**src/hw/rtl/u8u16_pkg.sv**
```systemverilog
// Package for the UTF-8 to UTF-16 (BMP) decoder: word types, the queue entry
// type, the pending-sequence state encoding and the byte constants.
// Depends on nothing; every other file of the decoder imports it.
`default_nettype none

package u8u16_pkg;

   // One input word: a raw UTF-8 byte and the end-of-string flag.
   typedef struct packed {
      logic [7:0] byte_value;
      logic       final_byte;
   } u8u16_req_type;

   // One result word: a UTF-16 code unit, and the flag set on the terminator.
   typedef struct packed {
      logic [15:0] code_unit;
      logic        end_of_run;
   } u8u16_rsp_type;

   localparam int unsigned MaxUnits = 3;

   // What one input byte produces, as handed from the front to the back.
   typedef struct packed {
      logic [1:0]                    unit_count;
      logic                          with_term;
      logic [MaxUnits-1:0][15:0]     units;
   } u8u16_entry_type;

   // Pending multi-byte sequence state.
   typedef enum logic [2:0] {
      PEND_NONE   = 3'b001,
      PEND_LEAD   = 3'b010,
      PEND_SECOND = 3'b100
   } u8u16_pend_type;

   localparam logic [7:0]  ASCII_LIMIT = 8'h80;
   localparam logic [7:0]  LEAD2_MASK  = 8'hE0;
   localparam logic [7:0]  LEAD2_CODE  = 8'hC0;
   localparam logic [7:0]  LEAD3_MASK  = 8'hF0;
   localparam logic [7:0]  LEAD3_CODE  = 8'hE0;
   localparam logic [15:0] UNIT_QMARK  = 16'h003F;
   localparam logic [15:0] UNIT_TERM   = 16'h0000;

endpackage

`default_nettype wire

```
**src/hw/rtl/u8u16_front.sv**
```systemverilog
// Front end of the decoder: accepts bytes, tracks a pending lead sequence and
// turns each byte into a queue entry of zero to three code units.
// Depends on u8u16_pkg.
`default_nettype none

module u8u16_front
   import u8u16_pkg::*;
(
   input  wire logic            clock,
   input  wire logic            reset,
   input  wire logic            accept,
   input  wire u8u16_req_type   req_data,
   output      logic            enq_valid,
   output      u8u16_entry_type enq_entry
);

   u8u16_pend_type pend_ff, pend_in;
   logic [7:0]     lead_ff, lead_in;
   logic [7:0]     second_ff, second_in;

   logic [7:0]  b;
   logic        fin;
   logic        b_lead2, b_lead3, held_lead2;
   logic [15:0] alone_unit;
   logic [15:0] cp2, cp3;
   logic [1:0]  n;

   assign b          = req_data.byte_value;
   assign fin        = req_data.final_byte;
   assign b_lead2    = (b & LEAD2_MASK) == LEAD2_CODE;
   assign b_lead3    = (b & LEAD3_MASK) == LEAD3_CODE;
   assign held_lead2 = (lead_ff & LEAD2_MASK) == LEAD2_CODE;
   assign alone_unit = (b < ASCII_LIMIT) ? {8'h00, b} : UNIT_QMARK;
   assign cp2        = {5'b00000, lead_ff[4:0], b[5:0]};
   assign cp3        = {lead_ff[3:0], second_ff[5:0], b[5:0]};

   always_comb begin
      pend_in   = pend_ff;
      lead_in   = lead_ff;
      second_in = second_ff;
      n         = 2'd0;
      enq_entry = '0;
      case (pend_ff)
         PEND_LEAD: begin
            if (held_lead2) begin
               enq_entry.units[0] = cp2;
               n       = 2'd1;
               pend_in = PEND_NONE;
            end else if (fin) begin
               // A three-byte lead cut short: the lead and this byte stand alone.
               enq_entry.units[0] = UNIT_QMARK;
               enq_entry.units[1] = alone_unit;
               n       = 2'd2;
               pend_in = PEND_NONE;
            end else begin
               second_in = b;
               pend_in   = PEND_SECOND;
            end
         end
         PEND_SECOND: begin
            enq_entry.units[0] = cp3;
            n       = 2'd1;
            pend_in = PEND_NONE;
         end
         default: begin
            if (b < ASCII_LIMIT) begin
               enq_entry.units[0] = {8'h00, b};
               n = 2'd1;
            end else if (!fin && (b_lead2 || b_lead3)) begin
               lead_in = b;
               pend_in = PEND_LEAD;
            end else begin
               enq_entry.units[0] = UNIT_QMARK;
               n = 2'd1;
            end
         end
      endcase
      if (fin) begin
         enq_entry.units[n]  = UNIT_TERM;
         enq_entry.with_term = 1'b1;
         n       = n + 2'd1;
         pend_in = PEND_NONE;
      end
      enq_entry.unit_count = n;
   end

   assign enq_valid = accept && (n != 2'd0);

   always_ff @(posedge clock) begin
      if (reset) begin
         pend_ff <= PEND_NONE;
      end else if (accept) begin
         pend_ff <= pend_in;
      end
   end

   always_ff @(posedge clock) begin
      if (accept) begin
         lead_ff   <= lead_in;
         second_ff <= second_in;
      end
   end

endmodule

`default_nettype wire

```
**src/hw/rtl/u8u16_queue.sv**
```systemverilog
// Short register queue that holds decoded entries between the front and back.
// Depends on u8u16_pkg for the entry type.
`default_nettype none

module u8u16_queue
   import u8u16_pkg::*;
#(
   parameter int unsigned DEPTH = 4
) (
   input  wire logic            clock,
   input  wire logic            reset,
   input  wire logic            enq_valid,
   input  wire u8u16_entry_type enq_entry,
   output      logic            full,
   output      logic            deq_valid,
   output      u8u16_entry_type deq_entry,
   input  wire logic            deq_pop
);

   localparam int unsigned PTR_W = (DEPTH > 1) ? $clog2(DEPTH) : 1;
   localparam int unsigned CNT_W = $clog2(DEPTH + 1);

   u8u16_entry_type slots_ff [DEPTH];
   logic [PTR_W-1:0] wr_ptr_ff, wr_ptr_in;
   logic [PTR_W-1:0] rd_ptr_ff, rd_ptr_in;
   logic [CNT_W-1:0] fill_ff, fill_in;
   logic             do_enq, do_deq;

   assign full      = fill_ff == CNT_W'(DEPTH);
   assign deq_valid = fill_ff != '0;
   assign deq_entry = slots_ff[rd_ptr_ff];
   assign do_enq    = enq_valid && !full;
   assign do_deq    = deq_pop && deq_valid;

   always_comb begin
      wr_ptr_in = wr_ptr_ff;
      rd_ptr_in = rd_ptr_ff;
      fill_in   = fill_ff;
      if (do_enq) begin
         wr_ptr_in = (wr_ptr_ff == PTR_W'(DEPTH - 1)) ? '0 : wr_ptr_ff + 1'b1;
      end
      if (do_deq) begin
         rd_ptr_in = (rd_ptr_ff == PTR_W'(DEPTH - 1)) ? '0 : rd_ptr_ff + 1'b1;
      end
      if (do_enq && !do_deq) begin
         fill_in = fill_ff + 1'b1;
      end else if (!do_enq && do_deq) begin
         fill_in = fill_ff - 1'b1;
      end
   end

   always_ff @(posedge clock) begin
      if (reset) begin
         wr_ptr_ff <= '0;
         rd_ptr_ff <= '0;
         fill_ff   <= '0;
      end else begin
         wr_ptr_ff <= wr_ptr_in;
         rd_ptr_ff <= rd_ptr_in;
         fill_ff   <= fill_in;
      end
   end

   always_ff @(posedge clock) begin
      if (do_enq) begin
         slots_ff[wr_ptr_ff] <= enq_entry;
      end
   end

endmodule

`default_nettype wire

```
**src/hw/rtl/u8u16_back.sv**
```systemverilog
// Back end of the decoder: walks the code units of the head queue entry and
// presents them one word at a time on the result channel.
// Depends on u8u16_pkg.
`default_nettype none

module u8u16_back
   import u8u16_pkg::*;
(
   input  wire logic            clock,
   input  wire logic            reset,
   input  wire logic            deq_valid,
   input  wire u8u16_entry_type deq_entry,
   output      logic            deq_pop,
   output      logic            rsp_empty,
   input  wire logic            rsp_pop,
   output      u8u16_rsp_type   rsp_data
);

   logic [1:0] idx_ff, idx_in;
   logic       last_unit;
   logic       take;

   assign last_unit = idx_ff == (deq_entry.unit_count - 2'd1);
   assign take      = rsp_pop && deq_valid;
   assign deq_pop   = take && last_unit;
   assign rsp_empty = !deq_valid;

   assign rsp_data.code_unit  = deq_entry.units[idx_ff];
   assign rsp_data.end_of_run = deq_entry.with_term && last_unit;

   always_comb begin
      idx_in = idx_ff;
      if (take) begin
         idx_in = last_unit ? 2'd0 : idx_ff + 2'd1;
      end
   end

   always_ff @(posedge clock) begin
      if (reset) begin
         idx_ff <= 2'd0;
      end else begin
         idx_ff <= idx_in;
      end
   end

endmodule

`default_nettype wire

```
**src/hw/rtl/utf8_to_utf16_bmp_decoder_core.sv**
```systemverilog
// Top level of the UTF-8 to UTF-16 (BMP only) decoder.
// Depends on u8u16_pkg, u8u16_front, u8u16_queue and u8u16_back.
//
// Usage: a UTF-8 string enters one byte per word on the request queue port
// (req_push, req_full, req_data), with final_byte set on its last byte. Each
// word is accepted at a clock edge where req_push is high and req_full is low.
// Decoded UTF-16 code units leave on the response queue port (rsp_empty,
// rsp_pop, rsp_data); the oldest unit is shown while rsp_empty is low and is
// taken at an edge where rsp_pop is high. After the units of the final byte a
// zero terminator word follows with end_of_run set.
// Throughput: one byte per cycle while req_full is low, and one result word
// per cycle while words are waiting. A byte yields zero or one word, a final
// byte two or three; the result side emits one word per cycle while rsp_pop
// is high, so the extra words of a final byte come out one after another,
// while the entry queue lets input continue meanwhile.
// When the receiver stalls, entries collect in the QUEUE_DEPTH-entry queue and
// req_full rises once it is full. Synchronous reset empties the queue and
// drops any partially received multi-byte sequence.
`default_nettype none

module utf8_to_utf16_bmp_decoder_core
   import u8u16_pkg::*;
#(
   parameter int unsigned QUEUE_DEPTH = 4
) (
   input  wire logic          clock,
   input  wire logic          reset,
   input  wire logic          req_push,
   output      logic          req_full,
   input  wire u8u16_req_type req_data,
   output      logic          rsp_empty,
   input  wire logic          rsp_pop,
   output      u8u16_rsp_type rsp_data
);

   logic            accept;
   logic            enq_valid;
   u8u16_entry_type enq_entry;
   logic            deq_valid;
   u8u16_entry_type deq_entry;
   logic            deq_pop;

   // A byte is taken whenever the queue has a free slot, so the front never
   // waits on the result side directly.
   assign accept = req_push && !req_full;

   u8u16_front u_front (
      .clock     (clock),
      .reset     (reset),
      .accept    (accept),
      .req_data  (req_data),
      .enq_valid (enq_valid),
      .enq_entry (enq_entry)
   );

   u8u16_queue #(
      .DEPTH (QUEUE_DEPTH)
   ) u_queue (
      .clock     (clock),
      .reset     (reset),
      .enq_valid (enq_valid),
      .enq_entry (enq_entry),
      .full      (req_full),
      .deq_valid (deq_valid),
      .deq_entry (deq_entry),
      .deq_pop   (deq_pop)
   );

   u8u16_back u_back (
      .clock     (clock),
      .reset     (reset),
      .deq_valid (deq_valid),
      .deq_entry (deq_entry),
      .deq_pop   (deq_pop),
      .rsp_empty (rsp_empty),
      .rsp_pop   (rsp_pop),
      .rsp_data  (rsp_data)
   );

endmodule

`default_nettype wire

```
**config.mk**
```make
export PLATFORM = sky130hd
export DESIGN_NAME = utf8_to_utf16_bmp_decoder_core
export DESIGN_NICKNAME = d
export VERILOG_FILES = /design/src/hw/rtl/u8u16_pkg.sv /design/src/hw/rtl/u8u16_front.sv /design/src/hw/rtl/u8u16_queue.sv /design/src/hw/rtl/u8u16_back.sv /design/src/hw/rtl/utf8_to_utf16_bmp_decoder_core.sv
export SDC_FILE = /design/constraint.sdc
export NUM_CORES = 1
export LEC_CHECK = 0
export BUFFER_PORTS_ARGS = -buffer_cell sky130_fd_sc_hd__buf_4
export CORE_ASPECT_RATIO = 1.2
export CORE_UTILIZATION = 55
export DETAILED_ROUTE_END_ITERATION = 12
export PLACE_DENSITY = 0.75
export SETUP_SLACK_MARGIN = 0.3
export SYNTH_ARGS = -nofsm -noshare
export SYNTH_HDL_FRONTEND = slang
export SYNTH_SLANG_ARGS = --single-unit
```
**constraint.sdc**
```tcl
create_clock -name clock -period 3.85 [get_ports clock]
set_clock_uncertainty 0.2 [all_clocks]
set_input_delay 0.385 -clock clock [delete_from_list [all_inputs] [get_ports clock]]
set_output_delay 0.385 -clock clock [all_outputs]
set_load 0.02 [all_outputs]
```
==> impl_results.md <==
- Pin count of the biggest net entering global routing: 27
- Number of diodes: 0
- Worst VDD drop: 0.000392 V
- Vias/cell: 5.91
- Initial antenna violation count: 0
- Fmax: 304 MHz
- Kind of critical path: reg -> reg
- Clk Latency, worst-skew pair: 400 ps
- Global-route wire length before repair: 17400 µm
- Largest family of logic cells by synthesized area: multiplexers
- Post-synth ARST share: 0
- EDFF count, synth: 118
- Worst Path Required: 3990 ps
- Crit-path max FO: 4
- Post-synthesis cell type count: 49
- Fill cells: 657
- Ys flop type: edfxtp_1
- Final hold vios: 0
- Final GP Congestion: 0.837
- Synthesis Warnings: 0
- Post-CTS setup buffers: 0
- Post-layout minimum cycle time: 3290 ps
- Pre-antenna DRT Iters: 5
- Clock root cell: clkbuf_16
- Post-DP HPWL: 6620 µm
- Cells after Synth: 347
- Kind of end point of the critical path: register
- Number of routed nets with antenna violations: 0
- Final Cell Area: 0.00663 mm²
- I/O pin total: 32
- Top cell type's share of synthesized area: 0.639
- NumNets Final: 416
- Grt ovf: 0
- TNS Setup: 0 ps
- CTS buffer count: 17
- Syn nets: 369
- Post-synthesis compound-gate area fraction: 0.0591
- Syn Std Cell Area: 0.00554 mm²
- Multi-input combinational cell area: 0.00162 mm²
- Leading area contributor after synthesis: edfxtp_1
- Yosys reg bits: 132
- Max-slew headroom: 0.186
- Min-delay worst type: in -> reg
- Final period util: 0.853
- Area contributors post-synth: edfxtp_1 (64%), mux4_2 (9.7%), dfxtp_1 (5.1%)
- Crit path DAT: 3420 ps
- Clk sink count: 132
- Synth Area in Simple Gates: 0.0880
- Port Buffers: 31
- # setup viols final: 0
- Synthesized area per cell: 16.0 µm²
- Vias in the first global route: 3255
- DR DRC count: 0
- Worst-path clk slew: 60 ps
- Die ar.: 0.0105 mm²
- Core ar.: 0.00966 mm²
- Die height: 112 µm
- Register Area: 0.00382 mm²
- Startpoint class of the critical path: register
- Die width: 93.7 µm
- Mux cell area share after synthesis: 0.113
- Leakage Power: 2.30 nW
- Final hold slack: 24.0 ps
- Wire per inst: 20.8 µm
- Slew @ Worst Pin: 1210 ps
- Row cnt: 39
- Outcome: finished, final reports clean
- Setup repair after global routing missed its margin: false
- Area Growth Syn to Fin: 19.7%
- Pwr dens: 673 mW/mm²
- Max-capacitance violation count: 0
- Fin util: 0.687
- Adder-Cell Fraction of Synth Area: 0.0217
- GR Util All Layers: 0.234
- Layout cells sized above 1: 0.253
- Vias: 3131
- Wirelength, routed: 11000 µm
- Iteration-0 DRC Markers: 220
- Initial Util: 0.574
- CTS tree: yes
- H-Tree Level Count: 4
- Synth Area in XOR/XNOR: 0.00970
- Sequential share of the synthesized area: 0.690
- Fin. max-slew vios: 0
- Cell Area, Placed: 0.00593 mm²
- CTS Buffer Depth: 2
## flip-flops by register name, indices dropped and copies added, names as in the netlist, named ones only
name	cells
u_queue.slots_ff	104
u_front.lead_ff	8
u_front.second_ff	6
u_front.pend_ff	3
u_queue.fill_ff	3
u_back.idx_ff	2
u_queue.rd_ptr_ff	2
u_queue.wr_ptr_ff	2
## kinds of logic after synthesis
| family | Yosys count |
|---|---|
| adder cells (fa/ha/maj) | 9 |
| multiplexers | 29 |
| buffers and inverters | 25 |
| XOR/XNOR | 4 |
| AO/OA/AOI/OAI | 50 |
| AND/OR/NAND/NOR | 98 |
| flip-flops | 132 |
## worst max-delay path, stage by stage, from the launching register on
cell and delay, ps:
edfxtp_1 380, nand3b_1 260, a31oi_1 310, o32a_1 230, ha_1 260, a31o_2 220, nor2_1 130, ha_1 200
inv_1 60, fa_1 370, xor2_1 170, or3_1 300, a21oi_1 140
## cells in the final DEF, fill, tap and decap left out, types with 2 or more instances in the layout
cell / netlist / final
o31ai_1: 2 / 2
nor3_1: 7 / 7
a21o_1: 2 / 2
dfxtp_1: 14 / 13
xor2_1: 2 / 2
edfxtp_1: 118 / 118
nor2_1: 28 / 28
nand2_1: 22 / 22
buf_4: 0 / 41
mux2i_1: 2 / 2
clkinv_2: 0 / 3
clkinv_1: 0 / 2
ha_1: 8 / 8
a21oi_1: 20 / 20
nand2b_1: 2 / 2
mux4_1: 2 / 2
o21ai_0: 3 / 3
bufinv_16: 0 / 6
a31oi_1: 2 / 2
inv_1: 7 / 7
dlygate4sd3_1: 0 / 4
mux4_2: 24 / 24
a22oi_1: 4 / 4
nor3b_1: 5 / 5
clkbuf_16: 0 / 17
nor2b_1: 13 / 13
o21a_1: 7 / 7
or3_1: 2 / 2
nand3_1: 3 / 3
clkinvlp_4: 0 / 2
o22ai_1: 2 / 2
and3_1: 9 / 9
## power by group
group	internal, mW	total, mW	switching, mW
Clock	1.21	1.78	0.570
Sequential	1.70	1.78	0.0782
Combinational	0.406	0.906	0.500
## what timing repair did
| item | CTS | global route |
|---|---|---|
| gates resized for setup | 0 | 0 |
| hold buffers | 3 | 1 |
| hold endpoints to repair | 5 | 2 |
## layer usage
layer | track usage | vias to the layer above | wire length [µm]
met5 | 0 | - | 0
met4 | 0.103 | 0 | 203
met3 | 0.0574 | 16 | 548
met2 | 0.395 | 99 | 6030
met1 | 0.286 | 1575 | 4220
li1 | - | 1441 | -
## worst paths after layout
path | from | to | slack (ps) | cells after the start
setup reg to reg | u_front.lead_ff[5] | u_queue.fill_ff[2] | 560 | 12
hold / removal | req_data[1] | u_front.second_ff[0] | 20 | 1
setup / recovery | u_front.lead_ff[5] | u_queue.fill_ff[2] | 560 | 12
hold reg to reg | u_queue.rd_ptr_ff[0] | register | 320 | 2
## synthesized netlist by cell type, types with 2 or more instances
cell	n
o31ai_1	2
o22ai_1	2
or3_1	2
ha_1	8
inv_1	7
mux4_2	24
nand2_1	22
clkbuf_1	12
o21ai_0	3
o21a_1	7
and3_1	9
nor2b_1	13
dfxtp_1	14
mux4_1	2
buf_1	2
a21oi_1	20
edfxtp_1	118
buf_2	2
a22oi_1	4
xor2_1	2
nor3_1	7
nor2_1	28
a31oi_1	2
nand3_1	3
nand2b_1	2
a21o_1	2
mux2i_1	2
nor3b_1	5
## stage by stage
stage	instances	setup slack [ps]	total power [mW]
floorplan	347	433	2.39
global placement	494	512	2.69
detailed placement	494	382	2.71
CTS	529	541	4.49
global route	530	363	4.64
finish	530	564	4.46
## final cells by class
cell class / count / share of cell area
well taps: 123 / 0.0232
multi-input cells: 190 / 0.244
flip-flops and latches: 132 / 0.577
clock buffers: 17 / 0.0641
inverters: 8 / 0.00453
repair buffers: 45 / 0.0524
clock inverters: 15 / 0.0355
Power figures use the tool's default switching activity.
